`src/rtl/skrt_pkg.sv`:
```
package skrt_pkg;

  // Table geometry
  localparam int unsigned DEPTH = 16;
  localparam int unsigned IDX_W = (DEPTH > 1) ? $clog2(DEPTH) : 1;
  localparam int unsigned CNT_W = $clog2(DEPTH + 1);

  // Field widths
  localparam int unsigned OP_W    = 3;
  localparam int unsigned KEY_W   = 40;
  localparam int unsigned SCORE_W = 14;
  localparam int unsigned TAG_W   = 32;
  localparam int unsigned STAT_W  = 2;

  typedef enum logic [OP_W-1:0] {
    OP_INSERT     = 3'd0,
    OP_REM_SMALL  = 3'd1,
    OP_REM_LARGE  = 3'd2,
    OP_REM_KEY    = 3'd3,
    OP_LIST       = 3'd4
  } op_e;

  typedef enum logic [STAT_W-1:0] {
    ST_OK        = 2'd0,
    ST_EMPTY     = 2'd1,
    ST_NOT_FOUND = 2'd2,
    ST_FULL      = 2'd3
  } status_e;

  // What the cells do on this cycle
  typedef enum logic [1:0] {
    ACT_HOLD   = 2'd0,
    ACT_INSERT = 2'd1,
    ACT_REMOVE = 2'd2
  } act_e;

  typedef enum logic [1:0] {
    S_IDLE = 2'd0,
    S_EXEC = 2'd1,
    S_LIST = 2'd2
  } state_e;

  // Input item
  typedef struct packed {
    logic [OP_W-1:0]    operation;
    logic [KEY_W-1:0]   key;
    logic               gender;
    logic [SCORE_W-1:0] score;
    logic [TAG_W-1:0]   name_tag;
  } in_t;

  // Result item
  typedef struct packed {
    logic [STAT_W-1:0]  status;
    logic [KEY_W-1:0]   out_key;
    logic               out_gender;
    logic [SCORE_W-1:0] out_score;
    logic [TAG_W-1:0]   out_name_tag;
    logic               last;
  } out_t;

  // One stored record
  typedef struct packed {
    logic [KEY_W-1:0]   key;
    logic               gender;
    logic [SCORE_W-1:0] score;
    logic [TAG_W-1:0]   name_tag;
  } rec_t;

  // Broadcast from the controller to every cell
  typedef struct packed {
    act_e             act;
    logic             by_key;
    logic [IDX_W-1:0] sel_idx;
    logic [CNT_W-1:0] count;
    logic [KEY_W-1:0] key;
    rec_t             new_rec;
  } cell_ctrl_t;

  // Link passed from a cell to its right neighbor
  typedef struct packed {
    logic lt;        // this cell holds a key below the search key
    logic hit;       // a key match at or left of this cell
    logic sel_seen;  // the selected cell is at or left of this cell
    rec_t rec;       // this cell's record
    rec_t acc;       // selected record, gathered along the chain
  } link_t;

endpackage

```
`src/rtl/skrt_cell.sv`:
```
module skrt_cell (
  input  logic                          clk_i,
  input  logic [skrt_pkg::IDX_W-1:0]    idx_i,
  input  skrt_pkg::cell_ctrl_t          ctrl_i,
  input  skrt_pkg::link_t               link_i,
  input  skrt_pkg::rec_t                right_rec_i,
  output skrt_pkg::link_t               link_o
);
  import skrt_pkg::*;

  rec_t rec_q, rec_d;
  logic occ, lt, match, first_hit, sel, sel_seen;

  // Local compares against the broadcast key
  assign occ       = CNT_W'(idx_i) < ctrl_i.count;
  assign lt        = occ && (rec_q.key < ctrl_i.key);
  assign match     = occ && (rec_q.key == ctrl_i.key);
  assign first_hit = match && !link_i.hit;
  assign sel       = ctrl_i.by_key ? first_hit : (idx_i == ctrl_i.sel_idx);
  assign sel_seen  = link_i.sel_seen | sel;

  // Hand on to the right neighbor
  always_comb begin
    link_o.lt       = lt;
    link_o.hit      = link_i.hit | match;
    link_o.sel_seen = sel_seen;
    link_o.rec      = rec_q;
    link_o.acc      = link_i.acc | (sel ? rec_q : '0);
  end

  // Insert shifts right past the insertion point, remove shifts left into the gap
  always_comb begin
    rec_d = rec_q;
    case (ctrl_i.act)
      ACT_INSERT: begin
        if (!lt) begin
          rec_d = link_i.lt ? ctrl_i.new_rec : link_i.rec;
        end
      end
      ACT_REMOVE: begin
        if (sel_seen) begin
          rec_d = right_rec_i;
        end
      end
      default: rec_d = rec_q;
    endcase
  end

  always_ff @(posedge clk_i) begin
    rec_q <= rec_d;
  end

endmodule

```
`config.mk`:
```
export PLATFORM = sky130hd
export DESIGN_NAME = skrt_cell
export DESIGN_NICKNAME = d
export VERILOG_FILES = /design/src/rtl/skrt_pkg.sv /design/src/rtl/skrt_cell.sv
export SDC_FILE = /design/constraint.sdc
export NUM_CORES = 1
export LEC_CHECK = 0
export ABC_CLOCK_PERIOD_IN_PS = 10300
export BUFFER_PORTS_ARGS = -buffer_cell sky130_fd_sc_hd__buf_2
export CAP_MARGIN = 20
export CELL_PAD_IN_SITES_DETAIL_PLACEMENT = 0
export CELL_PAD_IN_SITES_GLOBAL_PLACEMENT = 1
export CORE_AREA = 5 5 224 226
export CTS_CLUSTER_SIZE = 8
export DETAILED_ROUTE_END_ITERATION = 8
export DIE_AREA = 0 0 229 231
export PLACE_DENSITY = 0.48
export SLEW_MARGIN = 20
export SYNTH_ARGS = -nofsm -noshare
export SYNTH_HDL_FRONTEND = slang
export SYNTH_SLANG_ARGS = --single-unit
export TNS_END_PERCENT = 100
```
`constraint.sdc`:
```
create_clock -name clk_i -period 10.3 [get_ports clk_i]
set_input_delay 0.515 -clock clk_i [delete_from_list [all_inputs] [get_ports clk_i]]
set_output_delay 0.515 -clock clk_i [all_outputs]
set_load 0.03 [all_outputs]
```
Word-level counts from Yosys, hierarchy flattened:

Cells that the tools add are included.

* magnitude comparators: 2
* eq/ne operators: 6
* multiplexer cells: 6
* bitwise gates (word level): 3
* reductions and logical operators: 6

Operator list (count)
* $mux W87: 4
* $pmux W87 S2: 1
* $or A87 B87 Y87: 1
* $eq A40 B40 Y1: 1
* $lt A40 B40 Y1: 1
* $lt A4 B5 Y1: 1
* $eq A4 B4 Y1: 1
* $ne A2 B2 Y1 const B: 2
* $logic_and A1 B1 Y1: 3
* $reduce_and A3 Y1: 1
* $eq A2 B1 Y1 const B: 1
* $eq A2 B2 Y1 const B: 1
* $or A1 B1 Y1: 2
* $reduce_bool A2 Y1: 1
* $logic_not A1 Y1: 1
* $mux W1: 1

* flip-flop bits (word level): 87
* output and inout port bits: 177

Logic depth before layout (Yosys ltp):

Gate-level depths: netlist of run 1.

* depth after elaboration: 7
* mapped depth: 9

Least setup slack after synthesis of run 1:

No wires, ideal clock.

* path kind: reg-to-reg
* start: reg rec_q (netlist bit link_o[172])
* end: reg rec_q (netlist bit link_o[100]) (enable)
* setup time: 0.556 ns
* data arrival time: 5.998 ns
* path slack: 3.746 ns
* stages on the path, launching flop included: 8
* clock period less this slack: 6.554 ns
* cell sequence: edfxtp_1 -> ha_1 -> nand4_1 -> nor4_2 -> nor2b_1 -> a22oi_1 -> and3_1 -> o2bb2ai_1

RTL lines
* start: declaration: line skrt_cell.sv:11 `rec_t rec_q, rec_d;`
* start signal: assignment: line skrt_cell.sv:50 `rec_q <= rec_d;`
* $lt A40 B40 Y1: line skrt_cell.sv:16 `assign lt = occ && (rec_q.key < ctrl_i.key);`
* $logic_and A1 B1 Y1: line skrt_cell.sv:16
* named net lt: line skrt_cell.sv:12 `logic occ, lt, match, first_hit, sel, sel_seen;`
* $ne A2 B2 Y1 (no source line)
* $reduce_and A3 Y1 (no source line)

The timed path passes the listed nets, and every way through them passes these cells.
A chain may end at the register's enable or synchronous reset.

==> results of run 1 <==
worst max-delay path, stage by stage (launching register included):
cell and delay (ns):
edfxtp_1 0.43, ha_1 0.35, nand4_1 0.19, nor4_1 0.74, nand3_1 0.27, o41ai_4 0.27
buf_4 0.48, a21o_1 0.26, buf_2 0.22
cell type report:
type	count	area, um^2
multi-input combinational	469	3341
clock inverter	7	103.9
tap	622	778.2
sequential	87	2613
inverter	45	168.9
fill	5373	37920
antenna	1	2.502
clock buffer	9	225.2
timing repair buffer	592	2989
cells by family (layout without fill, tap and decap cells):
logic type | count (synthesis) | in the layout | share of synthesized area [%]
compound gates | 208 | 208 | 21.08
simple gates | 127 | 127 | 8.652
mux | 87 | 87 | 13.84
flops | 87 | 87 | 41.53
buf+inv | 85 | 653 | 5.787
fa+ha+maj | 43 | 43 | 8.552
xor+xnor | 4 | 4 | 0.5568
other cells | 0 | 1 | 0
synth_stat cells (all sizes together), types with 4 or more instances:
library cell,count,area (um^2)
buf,16,105.1
xor2,4,35.03
mux2i,87,870.8
nand4,10,62.56
nor2b,4,25.02
nor4,4,31.28
ha,43,538.0
a21oi,16,80.08
nand3,6,30.03
inv,45,168.9
edfxtp,87,2613
nand2,94,352.8
nor2,5,18.77
clkbuf,24,90.09
o21ai,91,455.4
a21o,90,675.7
how the worst max path moves through the flow:
stage	startpoint	end	slack, ns	cells past startpoint
floorplan	link_o[172]	link_o[100]	3.75	7
CTS	link_o[149]	link_o[58]	5.86	8
detailed placement	ctrl_i[102]	link_o[101]	5.79	11
finish	link_o[149]	link_o[58]	6.15	8
global placement	ctrl_i[102]	link_o[101]	5.85	11
global route	link_o[149]	link_o[58]	5.84	8
per-layer routing:
layer | part of all wire (%) | global-route usage (%) | up-vias
met1 | 38 | 13.94 | 3199
met3 | 7.6 | 3.739 | 38
li1 | - | - | 3455
met2 | 52 | 23.89 | 387
met5 | 0.076 | 0 | -
met4 | 2.1 | 3.909 | 4
layout by cell type (no fill, tap or decap), types with 2 or more instances in the layout:
| cell type | n |
|---|---|
| nor4_1 | 3 |
| o21ai_0 | 91 |
| a21o_1 | 90 |
| nand3_1 | 6 |
| xor2_1 | 4 |
| edfxtp_1 | 87 |
| clkbuf_16 | 9 |
| nor2_1 | 5 |
| inv_8 | 2 |
| a221o_1 | 3 |
| nor2b_1 | 3 |
| a21oi_1 | 16 |
| buf_4 | 8 |
| nand4_1 | 10 |
| buf_2 | 583 |
| nand2_1 | 94 |
| inv_1 | 45 |
| mux2i_1 | 87 |
| bufinv_16 | 2 |
| ha_1 | 43 |
report_power, final:
part	leakage [uW]	internal, uW	switching [uW]	total, uW
Sequential	0.000820	431	27.2	458
Combinational	0.00445	146	236	382
Clock	0.000161	217	172	389
per-stage QoR:
stage          hold WS (ns)  power (uW)  worst slack [ns]  cell area (um^2)  instances
2_1_floorplan        0.7021       674.5             3.746              6291        641
3_3_place_gp         0.7899       855.9             5.845              9889       1815
3_5_place_dp         0.7928       856.6             5.795              9889       1815
4_1_cts              0.3648        1263             5.855             10220       1831
5_1_grt              0.3953        1305             5.838             10220       1831
6_report             0.4051        1229             6.150             10220       1832
==> results.yml, run 1 <==
sta:
  finalClockSkew_ns: 0.01028
  max_freq_mhz: 240.9
  worst_slew_pin_slew_ns: 0.9145
  slew_headroom_pct: 39.04
  period_needed_ns: 4.150
  slew_violations: 0
  grt_setup_unrepaired: "no"
  finalCritPeriodShare_pct: 40.29
  finalSetupTns_ns: 0
  hold_viol_final: 0
  setup_viol: 0
worst_hold_path:
  whs_path_depth: 3
  hold_path_end: "link_o[96]"
  hold_class: "in2reg"
  worstHoldStart: "right_rec_i[9]"
clock_tree:
  cts_root_buf: "clkbuf_16"
  cts_resized: 0
  clkTransAtPathRegs_ns: 0.07
  cts.path.max_buffers: 2
  cts_made_buffers: 9
  htree_num_levels: 3
  insertion_delay_ns: 0.38
  cts.sinks: 87
  ctsHoldBuffers: 0
  tritoncts: "built"
  post_cts_buffers: 0
synthesis:
  ys_seq_area_share_pct: 41.53
  synth_area_per_cell_um2: 9.814
  ys_seq_elements: 87
  syn_area_mm2: 0.006291
  synth_nets: 1092
  ys_warn_count: 0
  synth_cell_types: 33
  synthArstFlopShare_pct: 0
  synthFlopType: "edfxtp_1"
  syn_inst: 641
  synth_edf_count: 87
placed_design:
  dp_hpwl_mm: 30.30
  gp_congestion: 0.8686
  port_buffers: 584
routing:
  drtAntennaViolNets: 0
  drt_pass1_iterations: 5
  via_count: 7083
  wl_per_cell_um: 19.41
  drtIter0Drc: 273
  drc: 0
  routed_via_density: 3.866
  totalWireLength_mm: 35.57
critical_path:
  worstRegToRegCells: 9
  rr_endpoint: "link_o[107]"
  crit_fanout: 44
  critical_path_arrival_ns: 3.64
  start_kind: "flip-flop"
  reg2reg_from: "link_o[149]"
  reg2reg_slack_ns: 6.24
  cp-end-kind: "output port"
  required_ns: 9.79
  crit_type: "reg2out"
global_route:
  antenna_found_initial: 11
  grt_max_degree: 83
  overflow: 0
  grt_first_pass_wirelength_mm: 49.42
  grt_use_total_pct: 12.78
  grt_pass1_vias: 7430
floorplan:
  rows: 81
  core_mm2: 0.04814
  num_io_pins: 585
  die_area_mm2: 0.05290
  die-height_um: 231
  initial_core_util_pct: 13.07
  die_x_um: 229
finish:
  syn_to_final_growth_pct: 62.47
  largest_reg_flops: 87
  final_core_util_pct: 21.23
  nNetsFinal: 1655
  drive_above_1_share_pct: 50.62
outcome:
  status: "finished, final reports clean"
pwr:
  p_per_area_mw_per_mm2: 120.2
  power_leakage_uw: 0.005430
  peakVddDrop_mv: 0.08098
job:
  maxCapViolations: 0
Note: power is estimated with default switching activity, not from simulation.
==> run 2: changes to the inputs <==
ABC_CLOCK_PERIOD_IN_PS = 4300   (was 10300)
CORE_AREA = 5 5 226 228   (was 5 5 224 226)
DIE_AREA = 0 0 231 233   (was 0 0 229 231)
PLACE_DENSITY = 0.47   (was 0.48)
clock period = 4.3 ns   (was 10.3 ns; I/O delays follow)
==> results.yml, run 2 (synthesized netlist as in run 1, its figures left out) <==
placed_design:
  placed_area_mm2: 0.009975
  port_buffers: 584
  post-place-ws_ns: 0.8867
  dp_hpwl_mm: 30.42
  gp_congestion: 0.8084
global_route:
  grt_max_degree: 82
  antenna_found_initial: 6
  grt_pass1_vias: 7468
  grt_first_pass_wirelength_mm: 48.71
  overflow: 0
  grt_use_total_pct: 12.36
clock_tree:
  post_cts_buffers: 0
  ctsHoldBuffers: 0
  clkTransAtPathRegs_ns: 0.08
  cts.path.max_buffers: 2
  htree_num_levels: 3
  cts_made_buffers: 9
  insertion_delay_ns: 0.37
  cts_root_buf: "clkbuf_16"
  tritoncts: "built"
  cts.sinks: 87
  cts_resized: 0
pwr:
  seq_power_share_pct: 38.6
  total_power_uw: 2835
  peakVddDrop_mv: 0.1575
  p_sw_uw: 1038
  pwr-share-comb_pct: 32.7
  p_per_area_mw_per_mm2: 276.3
  power_leakage_uw: 0.005442
  p_clk_share_pct: 28.7
  internal-power_uw: 1797
  switching_share_pct: 36.61
floorplan:
  die_area_mm2: 0.05382
  num_io_pins: 585
  die_x_um: 231
  core_mm2: 0.04865
  die-height_um: 233
  initial_core_util_pct: 12.93
  rows: 81
critical_path:
  required_ns: 4.09
  start_kind: "flip-flop"
  cp-end-kind: "output port"
  crit_fanout: 59
  critical_path_arrival_ns: 3.46
  crit_type: "reg2out"
finish:
  fill_cells: 5449
  layout_common_cells: "buf_2 (583), nand2_1 (94), o21ai_0 (91), a21o_1 (90)"
  design_area_mm2: 0.01026
  syn_to_final_growth_pct: 63.15
  largest_reg_flops: 87
  mostFrequentLayoutCell: "buf_2"
  final_core_util_pct: 21.10
  nNetsFinal: 1658
  drive_above_1_share_pct: 50.83
worst_hold_path:
  hold_class: "in2reg"
routing:
  drtAntennaViolNets: 0
  drt_pass1_iterations: 4
  drc: 0
  wl_per_cell_um: 19.25
  via_count: 7028
  drtIter0Drc: 181
  routed_via_density: 3.830
  totalWireLength_mm: 35.33
sta:
  slew_violations: 0
  finalSetupTns_ns: 0
  hold_viol_final: 0
  setup_viol: 0
  grt_setup_unrepaired: "no"
  finalCritPeriodShare_pct: 85.45
  max_freq_mhz: 272.2
  period_needed_ns: 3.674
  worst_slew_pin_slew_ns: 0.9155
  slew_headroom_pct: 37.22
  finalClockSkew_ns: 0.01047
  finalWorstSetupSlack_ns: 0.6257
job:
  maxCapViolations: 0
outcome:
  status: "finished, final reports clean"
[run 2: cell count changes in the layout (fill, tap and decap cells not counted)]
cell | previous run | this run
bufinv_16 | 2 | 0
clkinv_1 | 1 | 0
buf_12 | 0 | 5
clkinv_4 | 1 | 0
buf_4 | 8 | 6
clkinvlp_4 | 0 | 1
inv_6 | 1 | 3
clkinv_2 | 0 | 1
[run 2: power groups by stage]
stage | Combinational [uW] | Sequential, uW | Clock [uW]
global placement | 945 | 1120 | 0
finish | 926 | 1090 | 815
CTS | 949 | 1100 | 876
floorplan | 397 | 1210 | 0
global route | 1010 | 1100 | 899
detailed placement | 949 | 1110 | 0
[run 2: worst max-delay path: stages (launching register included)]
cell,delay [ns]
edfxtp_1,0.50
ha_1,0.33
nand4_1,0.22
nor4_2,0.57
nand3_1,0.23
o41ai_4,0.36
buf_12,0.31
a21o_1,0.25
buf_2,0.23
[run 2: per-stage QoR]
step | cells | hold slack, ns
floorplan | 641 | 0.4021
global placement | 1818 | 0.4894
detailed placement | 1818 | 0.4945
CTS | 1834 | 0.07661
global route | 1835 | 0.09437
finish | 1835 | 0.1184
[run 2: path summary, 6_finish.rpt]
check / start / to / slack (ns) / depth (start not counted)
max: link_o[170] / link_o[2] / 0.63 / 8
min: right_rec_i[46] / link_o[133] / 0.12 / 3
max reg2reg: link_o[170] / link_o[111] / 1.03 / 8
min reg2reg: link_o[157] / link_o[142] / 1.58 / 6
[run 2: cell type report]
type                       count  area, um^2  share of cell area [%]
antenna                        1       2.502                 0.02438
clock buffer                   9       225.2                   2.194
clock inverter                 7       61.31                  0.5973
inverter                      45       168.9                   1.646
multi-input combinational    469        3341                   32.55
sequential                    87        2613                   25.45
tap                          622       778.2                   7.583
timing repair buffer         595        3074                   29.95
[run 2: layer usage]
| layer | share of wire [%] | GRT usage [%] |
|---|---|---|
| met5 | 0 | 0 |
| met4 | 1.5 | 3.343 |
| met3 | 7.2 | 2.868 |
| met2 | 53 | 23.74 |
| met1 | 38 | 13.57 |
