### config.mk
export PLATFORM = sky130hd
export DESIGN_NAME = skrt_ctrl
export DESIGN_NICKNAME = d
export VERILOG_FILES = /design/src/rtl/skrt_pkg.sv /design/src/rtl/skrt_ctrl.sv
export SDC_FILE = /design/constraint.sdc
export NUM_CORES = 1
export LEC_CHECK = 0
export ABC_AREA = 1
export BUFFER_PORTS_ARGS = -buffer_cell sky130_fd_sc_hd__buf_2
export CORE_AREA = 3 3 195 197
export CTS_CLUSTER_SIZE = 14
export DETAILED_ROUTE_END_ITERATION = 10
export DIE_AREA = 0 0 198 200
export PLACE_DENSITY_LB_ADDON = 0.08
export SLEW_MARGIN = 10
export SYNTH_ARGS = -nofsm -noshare
export SYNTH_HDL_FRONTEND = slang
export SYNTH_SLANG_ARGS = --single-unit
### constraint.sdc
create_clock -name clk_i -period 6.1 [get_ports clk_i]
set_input_delay 1.22 -clock clk_i [delete_from_list [all_inputs] [get_ports clk_i]]
set_output_delay 1.22 -clock clk_i [all_outputs]
set_load 0.03 [all_outputs]
### src/rtl/skrt_pkg.sv
package skrt_pkg;

  // Table geometry
  localparam int unsigned DEPTH = 16;
  localparam int unsigned IDX_W = (DEPTH > 1) ? $clog2(DEPTH) : 1;
  localparam int unsigned CNT_W = $clog2(DEPTH + 1);

  // Field widths
  localparam int unsigned OP_W    = 3;
  localparam int unsigned KEY_W   = 40;
  localparam int unsigned SCORE_W = 14;
  localparam int unsigned TAG_W   = 32;
  localparam int unsigned STAT_W  = 2;

  typedef enum logic [OP_W-1:0] {
    OP_INSERT     = 3'd0,
    OP_REM_SMALL  = 3'd1,
    OP_REM_LARGE  = 3'd2,
    OP_REM_KEY    = 3'd3,
    OP_LIST       = 3'd4
  } op_e;

  typedef enum logic [STAT_W-1:0] {
    ST_OK        = 2'd0,
    ST_EMPTY     = 2'd1,
    ST_NOT_FOUND = 2'd2,
    ST_FULL      = 2'd3
  } status_e;

  // What the cells do on this cycle
  typedef enum logic [1:0] {
    ACT_HOLD   = 2'd0,
    ACT_INSERT = 2'd1,
    ACT_REMOVE = 2'd2
  } act_e;

  typedef enum logic [1:0] {
    S_IDLE = 2'd0,
    S_EXEC = 2'd1,
    S_LIST = 2'd2
  } state_e;

  // Input item
  typedef struct packed {
    logic [OP_W-1:0]    operation;
    logic [KEY_W-1:0]   key;
    logic               gender;
    logic [SCORE_W-1:0] score;
    logic [TAG_W-1:0]   name_tag;
  } in_t;

  // Result item
  typedef struct packed {
    logic [STAT_W-1:0]  status;
    logic [KEY_W-1:0]   out_key;
    logic               out_gender;
    logic [SCORE_W-1:0] out_score;
    logic [TAG_W-1:0]   out_name_tag;
    logic               last;
  } out_t;

  // One stored record
  typedef struct packed {
    logic [KEY_W-1:0]   key;
    logic               gender;
    logic [SCORE_W-1:0] score;
    logic [TAG_W-1:0]   name_tag;
  } rec_t;

  // Broadcast from the controller to every cell
  typedef struct packed {
    act_e             act;
    logic             by_key;
    logic [IDX_W-1:0] sel_idx;
    logic [CNT_W-1:0] count;
    logic [KEY_W-1:0] key;
    rec_t             new_rec;
  } cell_ctrl_t;

  // Link passed from a cell to its right neighbor
  typedef struct packed {
    logic lt;        // this cell holds a key below the search key
    logic hit;       // a key match at or left of this cell
    logic sel_seen;  // the selected cell is at or left of this cell
    rec_t rec;       // this cell's record
    rec_t acc;       // selected record, gathered along the chain
  } link_t;

endpackage

### src/rtl/skrt_ctrl.sv
module skrt_ctrl (
  input  logic                   clk_i,
  input  logic                   rst_ni,
  input  logic                   in_valid_i,
  output logic                   in_ready_o,
  input  skrt_pkg::in_t          in_data_i,
  output logic                   out_valid_o,
  input  logic                   out_ready_i,
  output skrt_pkg::out_t         out_data_o,
  output skrt_pkg::cell_ctrl_t   cell_ctrl_o,
  input  skrt_pkg::link_t        chain_i
);
  import skrt_pkg::*;

  state_e           state_q, state_d;
  in_t              item_q;
  logic [CNT_W-1:0] count_q, count_d;
  logic [IDX_W-1:0] lidx_q, lidx_d;
  out_t             out_q, out_d;
  logic             out_valid_q, out_valid_d;
  logic             out_free, in_xfer, is_full, is_empty, list_last;
  op_e              op;

  assign in_ready_o  = (state_q == S_IDLE);
  assign in_xfer     = in_valid_i && in_ready_o;
  assign out_free    = !out_valid_q || out_ready_i;
  assign out_valid_o = out_valid_q;
  assign out_data_o  = out_q;
  assign op          = op_e'(item_q.operation);
  assign is_full     = (count_q == CNT_W'(DEPTH));
  assign is_empty    = (count_q == '0);
  assign list_last   = (CNT_W'(lidx_q) == count_q - CNT_W'(1));

  // Next state
  always_comb begin
    state_d = state_q;
    unique case (state_q)
      S_IDLE: begin
        if (in_xfer) begin
          state_d = S_EXEC;
        end
      end
      S_EXEC: begin
        if (op == OP_LIST && !is_empty) begin
          state_d = S_LIST;
        end else if (out_free) begin
          state_d = S_IDLE;
        end else if (op != OP_INSERT && op != OP_REM_SMALL && op != OP_REM_LARGE &&
                     op != OP_REM_KEY && op != OP_LIST) begin
          state_d = S_IDLE;
        end
      end
      S_LIST: begin
        if (out_free && list_last) begin
          state_d = S_IDLE;
        end
      end
      default: state_d = S_IDLE;
    endcase
  end

  // Cell commands, count update and result register
  always_comb begin
    cell_ctrl_o.act      = ACT_HOLD;
    cell_ctrl_o.by_key   = 1'b0;
    cell_ctrl_o.sel_idx  = '0;
    cell_ctrl_o.count    = count_q;
    cell_ctrl_o.key      = item_q.key;
    cell_ctrl_o.new_rec  = '{key: item_q.key, gender: item_q.gender,
                             score: item_q.score, name_tag: item_q.name_tag};
    count_d     = count_q;
    lidx_d      = lidx_q;
    out_d       = out_q;
    out_valid_d = out_valid_q && !out_ready_i;

    unique case (state_q)
      S_EXEC: begin
        lidx_d = '0;
        if (out_free) begin
          out_d      = '0;
          out_d.last = 1'b1;
          unique case (op) inside
            OP_INSERT: begin
              out_valid_d = 1'b1;
              if (is_full) begin
                out_d.status = ST_FULL;
              end else begin
                out_d.status    = ST_OK;
                cell_ctrl_o.act = ACT_INSERT;
                count_d         = count_q + CNT_W'(1);
              end
            end
            OP_REM_SMALL, OP_REM_LARGE, OP_REM_KEY: begin
              out_valid_d         = 1'b1;
              cell_ctrl_o.by_key  = (op == OP_REM_KEY);
              cell_ctrl_o.sel_idx = (op == OP_REM_LARGE) ?
                                    IDX_W'(count_q - CNT_W'(1)) : '0;
              if (is_empty) begin
                out_d.status = ST_EMPTY;
              end else if (op == OP_REM_KEY && !chain_i.hit) begin
                out_d.status = ST_NOT_FOUND;
              end else begin
                out_d.status       = ST_OK;
                out_d.out_key      = chain_i.acc.key;
                out_d.out_gender   = chain_i.acc.gender;
                out_d.out_score    = chain_i.acc.score;
                out_d.out_name_tag = chain_i.acc.name_tag;
                cell_ctrl_o.act    = ACT_REMOVE;
                count_d            = count_q - CNT_W'(1);
              end
            end
            OP_LIST: begin
              // records stream from the list state
              if (is_empty) begin
                out_valid_d  = 1'b1;
                out_d.status = ST_EMPTY;
              end
            end
            default: out_d = out_q;
          endcase
        end
      end
      S_LIST: begin
        cell_ctrl_o.sel_idx = lidx_q;
        if (out_free) begin
          out_valid_d        = 1'b1;
          out_d.status       = ST_OK;
          out_d.out_key      = chain_i.acc.key;
          out_d.out_gender   = chain_i.acc.gender;
          out_d.out_score    = chain_i.acc.score;
          out_d.out_name_tag = chain_i.acc.name_tag;
          out_d.last         = list_last;
          lidx_d             = lidx_q + IDX_W'(1);
        end
      end
      default: begin
        lidx_d = lidx_q;
      end
    endcase
  end

  // Control state
  always_ff @(posedge clk_i or negedge rst_ni) begin
    if (!rst_ni) begin
      state_q     <= S_IDLE;
      count_q     <= '0;
      out_valid_q <= 1'b0;
      lidx_q      <= '0;
    end else begin
      state_q     <= state_d;
      count_q     <= count_d;
      out_valid_q <= out_valid_d;
      lidx_q      <= lidx_d;
    end
  end

  // Payload
  always_ff @(posedge clk_i) begin
    if (in_xfer) begin
      item_q <= in_data_i;
    end
    out_q <= out_d;
  end

endmodule

# Word-level counts from Yosys, hierarchy flattened
# Cells that the tools add are included.
# totals
regBits	192
in_bits	271
out_inout_bits	231
word_cells	109
# op_classes
add_sub_neg	3
n_eq_ne	23
mux	38
n_reduce_logical	30
# ops
op	count
90-bit two-way mux	2
90-bit case mux with 2 select lines	1
87-bit two-way mux	2
87-bit case mux with 2 select lines	1
2-bit two-way mux	10
5-bit two-way mux	4
4-bit case mux with 2 select lines	2
2-bit inequality test, second input constant	7
2-bit case mux with 3 select lines	2
4-bit AND reduction	3
5-bit case mux with 2 select lines	1
1-bit logical AND	9
3-bit by 2-bit inequality test with 1-bit output, second input constant	3
4-bit two-way mux	2
7-bit two-way mux	1
3-bit by 2-bit == test with 1-bit output, second input constant	2
1-bit two-way mux	6
6-bit AND reduction	1
5-bit by 1-bit adder with 5-bit output, second input constant	1
4-bit by 5-bit == test with 1-bit output	1
5-bit == test, second input constant	1
5-bit zero test	1
5-bit OR reduction	1
5-bit by 1-bit subtractor with 5-bit output, second input constant	1
24 further kinds	29

# Depth between registers and ports, before layout
# Gate-level depths: netlist of run 1.
# depth
ltp_word	9
depth_mapped	11
mapped_depth_nobuf	11

# Worst setup path after synthesis of run 1
# OpenSTA, ideal clock, no wires.
# synth_path
path_kind	input -> register
startpoint	input out_ready_i
endpoint	register out_q (netlist bit out_data_o[10]) (enable)
setup_time_ns	0.533
t_arrival_ns	4.919
required_time_ns	5.567
setup_slack_ns	0.648
path_stages	2
n_path_buf	0
path_cell_list	nor2_2 nor2_1
# synth_via
elab_chain_cells	3
word_cells_on_any_way	4
cone_classes	2 x eq/ne; 2 x reduce/logical
# synth_rtl
item	line	source
start: declaration	skrt_ctrl.sv:8	input logic out_ready_i,
1-bit logical OR *	skrt_ctrl.sv:26	assign out_free = !out_valid_q || out_ready_i;
2-bit inequality test (no line)	n/a	
4-bit AND reduction (no line) *	n/a	
end signal: assignment	skrt_ctrl.sv:162	out_q <= out_d;
end: declaration	skrt_ctrl.sv:19	out_t out_q, out_d;
# Mark *: on every way between the ends. The rest lies on a longest branch, timed or not.
# A chain may end at the register's enable or synchronous reset.

==> out/qor.txt, run 1 <==
Yosys warnings - 0
Drt first-iter violations - 211
Worst slew margin - 41.7%
Via density - 3.67
GRT Overall Usage - 11.5%
Half-perimeter wire length after placement - 18.7 mm
Final setup violation count - 0
Minimum hold slack - 0.523 ns
Final WS setup - 2.45 ns
Hold Crit Depth - 2
MaxCap Viol Count - 0
Clock Pin Slew Worst Setup and Hold Paths - 0.07 ns
Crit path max fanout - 8
Post-synthesis cell area - 0.00752 sq mm
H-Tree Depth - 4
Number of fill cells - 3,899
DR pass1 iterations - 4
CTS max path bufs - 2
PortBufs - 412
Worst endpoint required time - 4.88 ns
CTS tree - done
CP Class - primary input to primary output
Synth top area share - 71.9%
Unrepaired setup endpoints after global routing - false
Critical Path Source Type - primary input
Pleak - 4.81 nW
Nets - 1,236
Clock Skew - 0.0130 ns
Post-synthesis cell type count - 27
Sequential-to-total area share from yosys stat - 75.9%
Final routed DRC violation total - 0
CTS Hold Bufs - 0
Die W - 198 microns
Area Growth Syn to Fin - 38.1%
Die Y - 200 microns
Routing usage on met2 - 21.3%
Clock root buffer - clkbuf_16
Cts bufs inserted - 17
Final total power - 5.25 mW
Worst-Margin Slew - 0.873 ns
Top Ports - 502
DR WL/cell - 16.8 microns
Post-Syn Nets - 853
Worst-Skew Late Latency - 0.44 ns
Vias - 5,311
Cell Area, Placed - 0.00981 sq mm
Row count - 70
Hold/Removal Path Class - flip-flop to flip-flop
Postcts setup bufs - 0
Max Freq - 274 MHz
Ranking of synthesized cells by area - edfxtp_1, inv_1, nor2_1, buf_4, dfrtp_1
Initial core utilization - 20.6%
Yosys reg bits - 192
Post-route design area - 0.0104 sq mm
Final-report hold violation count - 0
R2r worst-path depth - 8
Grt met3 use - 4.35%
Gates resized, CTS repair - 0
Post-route ant nets - 0
Critical path capture point type - primary output
Core area - 0.0364 sq mm
Share of cells above drive strength 1 - 46.3%
Die footprint - 0.0396 sq mm
Placed cells - 1,408
Final Cycle Share - 59.9%
Syn Area/Cell - 13.0 sq um
Power per Cell Area - 506 mW/mm^2
Global routing's busiest layer - met2
Critical Path AT - 2.43 ns
Initial antenna violation count - 10
First-pass GRT wire length - 33.1 mm
Max IR drop VDD - 189 uV
Post-Synthesis Cells - 576
Setup tns final - 0 ns
Final wirelength - 24.3 mm
Status - completed
Final Instance Count excl. Fillers - 1,447
Core Util, Final - 28.5%
CTS sink cnt - 192
Met1 Usage GRT - 11.8%
Setup WS pre-CTS - 2.47 ns
Max Slew Vio Count - 0
Congestion Overflow GR - 0
Min cycle time layout - 3.65 ns
Vias in the first global route - 5,062
Pin count of the biggest net entering global routing - 49
Final Wtd Congestion - 0.724
Post-synthesis cell type with the largest combined area - edfxtp_1
kinds of logic after synthesis:
kind of cell / Yosys count / share of synthesized area [%]
xor gates and xnor gates: 5 / 0.583
AOI/OAI and AO/OA: 22 / 1.50
and+or+nand+nor: 186 / 10.1
adders and majority gates: 6 / 0.999
buffers and inverters: 165 / 10.9
DFF: 192 / 75.9
power breakdown:
part / internal [mW] / switching (mW) / leakage, nW / total [mW]
combinational: 0.460 / 1.59 / 2.69 / 2.05
clock: 0.597 / 0.502 / 0.255 / 1.10
sequential: 1.98 / 0.132 / 1.86 / 2.11
total: 3.03 / 2.22 / 4.81 / 5.25
worst max-delay path, stage by stage:
cell and delay [ns]:
buf_2 0.09, nor2_2 0.08, nor2_1 0.10, nand2_1 0.12
nor3b_2 0.34, nand2_1 0.09, a21oi_1 0.17, buf_2 0.22
metal layers:
layer	vias up	routed length (microns)
met5	-	21
met4	4	406
met3	22	1930
met2	215	13200
met1	2476	8750
li1	2594	-
final timing paths:
path | start | endpoint | slack (ns)
setup / recovery | out_ready_i | cell_ctrl_o[133] | 2.45
hold / removal | state_q[1] | state_q[1] | 0.52
setup reg to reg | count_q[0] | out_data_o[1] | 3.15
hold reg to reg | state_q[1] | state_q[1] | 0.52
max in group asynchronous | rst_ni | count_q[2] | 5.17
min in group asynchronous | rst_ni | out_valid_o | 0.67
synthesized netlist by cell type:
library cell / instances
buf_2: 5
nor4_1: 1
xnor2_1: 2
nand2_1: 58
o21ai_0: 4
nor3b_2: 1
clkbuf_1: 1
o21ai_1: 4
edfxtp_1: 180
nor2_1: 101
nor2_4: 1
nand3_2: 1
dfrtp_1: 12
nor2_2: 2
inv_2: 2
ha_1: 6
a21oi_1: 12
buf_4: 40
and2_1: 1
xor2_1: 3
o22ai_1: 2
or2_1: 1
nand3_1: 16
nor3_1: 2
nand4_1: 1
buf_6: 6
inv_1: 111
state kept, by name, summed over array words and instances, names as in the netlist:
signal,count
state_q,2
count_q,5
out_data_o,90
lidx_q,4
op,3
out_valid_o,1
cell_ctrl_o,87
area by class of cell:
type | instances | area, sq um | area share, %
clock inverters | 12 | 119 | 1.15
well taps | 468 | 586 | 5.64
flip-flops and latches | 192 | 5710 | 55.0
clock buffers | 19 | 433 | 4.17
multi-input cells | 219 | 997 | 9.61
repair buffers | 416 | 2090 | 20.2
inverters | 113 | 425 | 4.10
diodes | 8 | 20.0 | 0.193
layout by cell type, fill, tap and decap left out, types with 6 or more instances in the layout:
master and n:
buf_2 412, nand2_1 58, ha_1 6, diode_2 8
edfxtp_1 180, nand3_1 16, dfrtp_1 12, inv_1 110
nor2_1 100, a21oi_1 12, clkbuf_16 17
Power figures use the tool's default switching activity.
==> run 2, diff against run 1 <==
--- a/config.mk
+++ b/config.mk
@@ -7,10 +7,10 @@
 export LEC_CHECK = 0
 export ABC_AREA = 1
 export BUFFER_PORTS_ARGS = -buffer_cell sky130_fd_sc_hd__buf_2
-export CORE_AREA = 3 3 195 197
+export CORE_AREA = 3 3 194 196
 export CTS_CLUSTER_SIZE = 14
 export DETAILED_ROUTE_END_ITERATION = 10
-export DIE_AREA = 0 0 198 200
+export DIE_AREA = 0 0 197 199
 export PLACE_DENSITY_LB_ADDON = 0.08
 export SLEW_MARGIN = 10
 export SYNTH_ARGS = -nofsm -noshare
==> constraint.sdc (replaced) <==
create_clock -name clk_i -period 3 [get_ports clk_i]
set_input_delay 0.6 -clock clk_i [delete_from_list [all_inputs] [get_ports clk_i]]
set_output_delay 0.6 -clock clk_i [all_outputs]
set_load 0.03 [all_outputs]
==> run 2 against run 1 <==
  * Non-clock buffer count increased by 7
  * Clock-buffer cell count unchanged
  * Worst setup slack got worse by 2.2 ns
  * Routed wire length up 1.9%
  * Clock skew hardly changed
  * Combinational power grew 110%
  * Largest power group is now combinational logic
  * First-iteration DRC count is 23% lower
==> out/qor.txt, run 2 (synthesis gave the netlist of run 1 again) <==
Row count - 70 (unchanged)
Via density - 3.61 (-1.6%)
Die footprint - 0.0392 sq mm (-1.0%)
Minimum hold slack - 0.0441 ns (-0.479 ns)
Power per Cell Area - 1040 mW/mm^2 (+110%)
Status - completed
PortBufs - 412 (unchanged)
Cts bufs inserted - 17 (unchanged)
Post-route ant nets - 0 (unchanged)
Die W - 197 microns (-0.51%)
Setup tns final - 0 ns (unchanged)
Met2 wire len - 13.6 mm (+2.8%)
Max Slew Vio Count - 0 (unchanged)
Crit path max fanout - 4 (-4)
H-Tree Depth - 4 (unchanged)
Worst-Skew Late Latency - 0.44 ns (about the same)
Pleak - 4.88 nW (+1.5%)
MaxCap Viol Count - 0 (unchanged)
CP Class - flip-flop to primary output
Max Freq - 358 MHz
DR WL/cell - 17.1 microns (+1.9%)
Worst slew margin - 66.9% (+25 points)
Cell Area, Placed - 0.00995 sq mm (+1.5%)
Vias in the first global route - 5,072 (+0.20%)
Number of fill cells - 3,900 (+0.026%)
Die Y - 199 microns (-0.50%)
Met1 wire length - 9.01 mm (+2.9%)
Worst-Margin Slew - 0.496 ns (-0.377 ns)
Final-report hold violation count - 0 (unchanged)
Nets - 1,243 (+0.57%)
CTS tree - done
CTS sink cnt - 192 (unchanged)
Clock root buffer - clkbuf_16
Final Cycle Share - 93.0%
Drt first-iter violations - 163 (-23%)
Core area - 0.0363 sq mm (-0.48%)
Area Growth Syn to Fin - 40.1%
Max IR drop VDD - 380 uV (+100%)
Postcts setup bufs - 0 (unchanged)
Most frequent cells in the layout - buf_2, edfxtp_1, inv_1
Half-perimeter wire length after placement - 19.5 mm (+4.6%)
Post-route design area - 0.0105 sq mm (+1.4%)
Gates resized, CTS repair - 0 (unchanged)
R2r worst-path depth - 8 (unchanged)
Critical path capture point type - primary output
Critical Path Source Type - flip-flop
Min cycle time layout - 2.79 ns
First-pass GRT wire length - 34.1 mm (+3.0%)
Congestion Overflow GR - 0 (unchanged)
WL met3 - 1.76 mm (-9.0%)
GRT Overall Usage - 12.1% (+0.58 points)
Final setup violation count - 0 (unchanged)
Final wirelength - 24.8 mm (+1.9%)
CTS Hold Bufs - 0 (unchanged)
Core Util, Final - 29.0% (+0.55 points)
Hold/Removal Path Class - primary input to async pin
Top sig layer - met4
Clock Pin Slew Worst Setup and Hold Paths - 0.07 ns (about the same)
Unrepaired setup endpoints after global routing - false
Share of cells above drive strength 1 - 46.9% (+0.58 points)
Clock Skew - 0.0130 ns (+0.0000318 ns)
Final routed DRC violation total - 0 (unchanged)
Worst endpoint required time - 2.40 ns (-2.48 ns)
CTS max path bufs - 2 (unchanged)
Final Wtd Congestion - 0.726 (+0.19%)
Initial antenna violation count - 3 (-7)
Critical Path AT - 2.19 ns (-0.24 ns)
DR pass1 iterations - 4 (unchanged)
Seq. cell area - 0.00571 sq mm (unchanged)
Top Ports - 502 (unchanged)
Initial core utilization - 20.7% (+0.10 points)
Commonest non-fill, non-tap cell in the layout - buf_2
Multi-input gate area - 997 sq um (unchanged)
Max FFs per register - 90 (unchanged)
Pin count of the biggest net entering global routing - 41 (-16%)
Vias - 5,224 (-1.6%)
==> run 2: changes by cell type in the layout (fill, tap and decap cells not counted) <==
| cell | delta |
|---|---|
| buf_12 | +7 |
| clkinv_4 | +1 |
| bufinv_16 | +1 |
| clkinv_1 | -3 |
| diode_2 | -5 |
| clkinv_2 | -1 |
==> run 2: power breakdown <==
part | internal, mW | switching [mW] | leakage, nW
sequential | 4.00 | 0.277 | 1.86
clock | 1.30 | 1.02 | 0.269
combinational | 1.09 | 3.25 | 2.74
total | 6.39 | 4.55 | 4.88
==> run 2: final timing paths <==
kind | startpoint | to | slack (ns)
worst max-delay path | state_q[1] | cell_ctrl_o[134] | 0.21
worst max register to register | count_q[0] | out_data_o[68] | 0.72
worst min register to register | state_q[0] | state_q[0] | 0.52
min in group clk_i | in_data_i[89] | op[2] | 0.33
worst min-delay path | rst_ni | out_valid_o | 0.04
max in group asynchronous | rst_ni | count_q[4] | 2.69
==> run 2: metrics by stage <==
| step | power (mW) | setup slack [ns] | std cells |
|---|---|---|---|
| global route | 11.6 | 0.00739 | 1447 |
| detailed placement | 8.80 | 0.646 | 1415 |
| finish | 10.9 | 0.209 | 1447 |
| floorplan | 7.36 | 0.168 | 576 |
| global placement | 8.81 | 0.639 | 1415 |
| CTS | 11.2 | 0.153 | 1444 |
==> run 2: layer usage <==
layer	global-route usage [%]	vias up
li1	-	2596
met4	4.83	0
met2	22.2	202
met1	12.6	2407
met5	0	-
met3	4.44	19
==> run 2: area by class of cell <==
class	instances	area share (%)
Inverter	113	4.06
Tap cell	468	5.56
Clock inverter	10	1.32
Multi-Input combinational cell	219	9.47
Clock buffer	19	4.11
Antenna cell	3	0.0713
Timing Repair Buffer	423	21.2
Sequential cell	192	54.2
==> run 2: critical path, stage by stage (launching register included) <==
cell	delay, ns
dfrtp_1	0.40
inv_1	0.08
ha_1	0.16
inv_1	0.05
nor2_1	0.12
nand2_1	0.13
nor3b_2	0.29
nand2_1	0.09
a21oi_1	0.18
buf_2	0.23
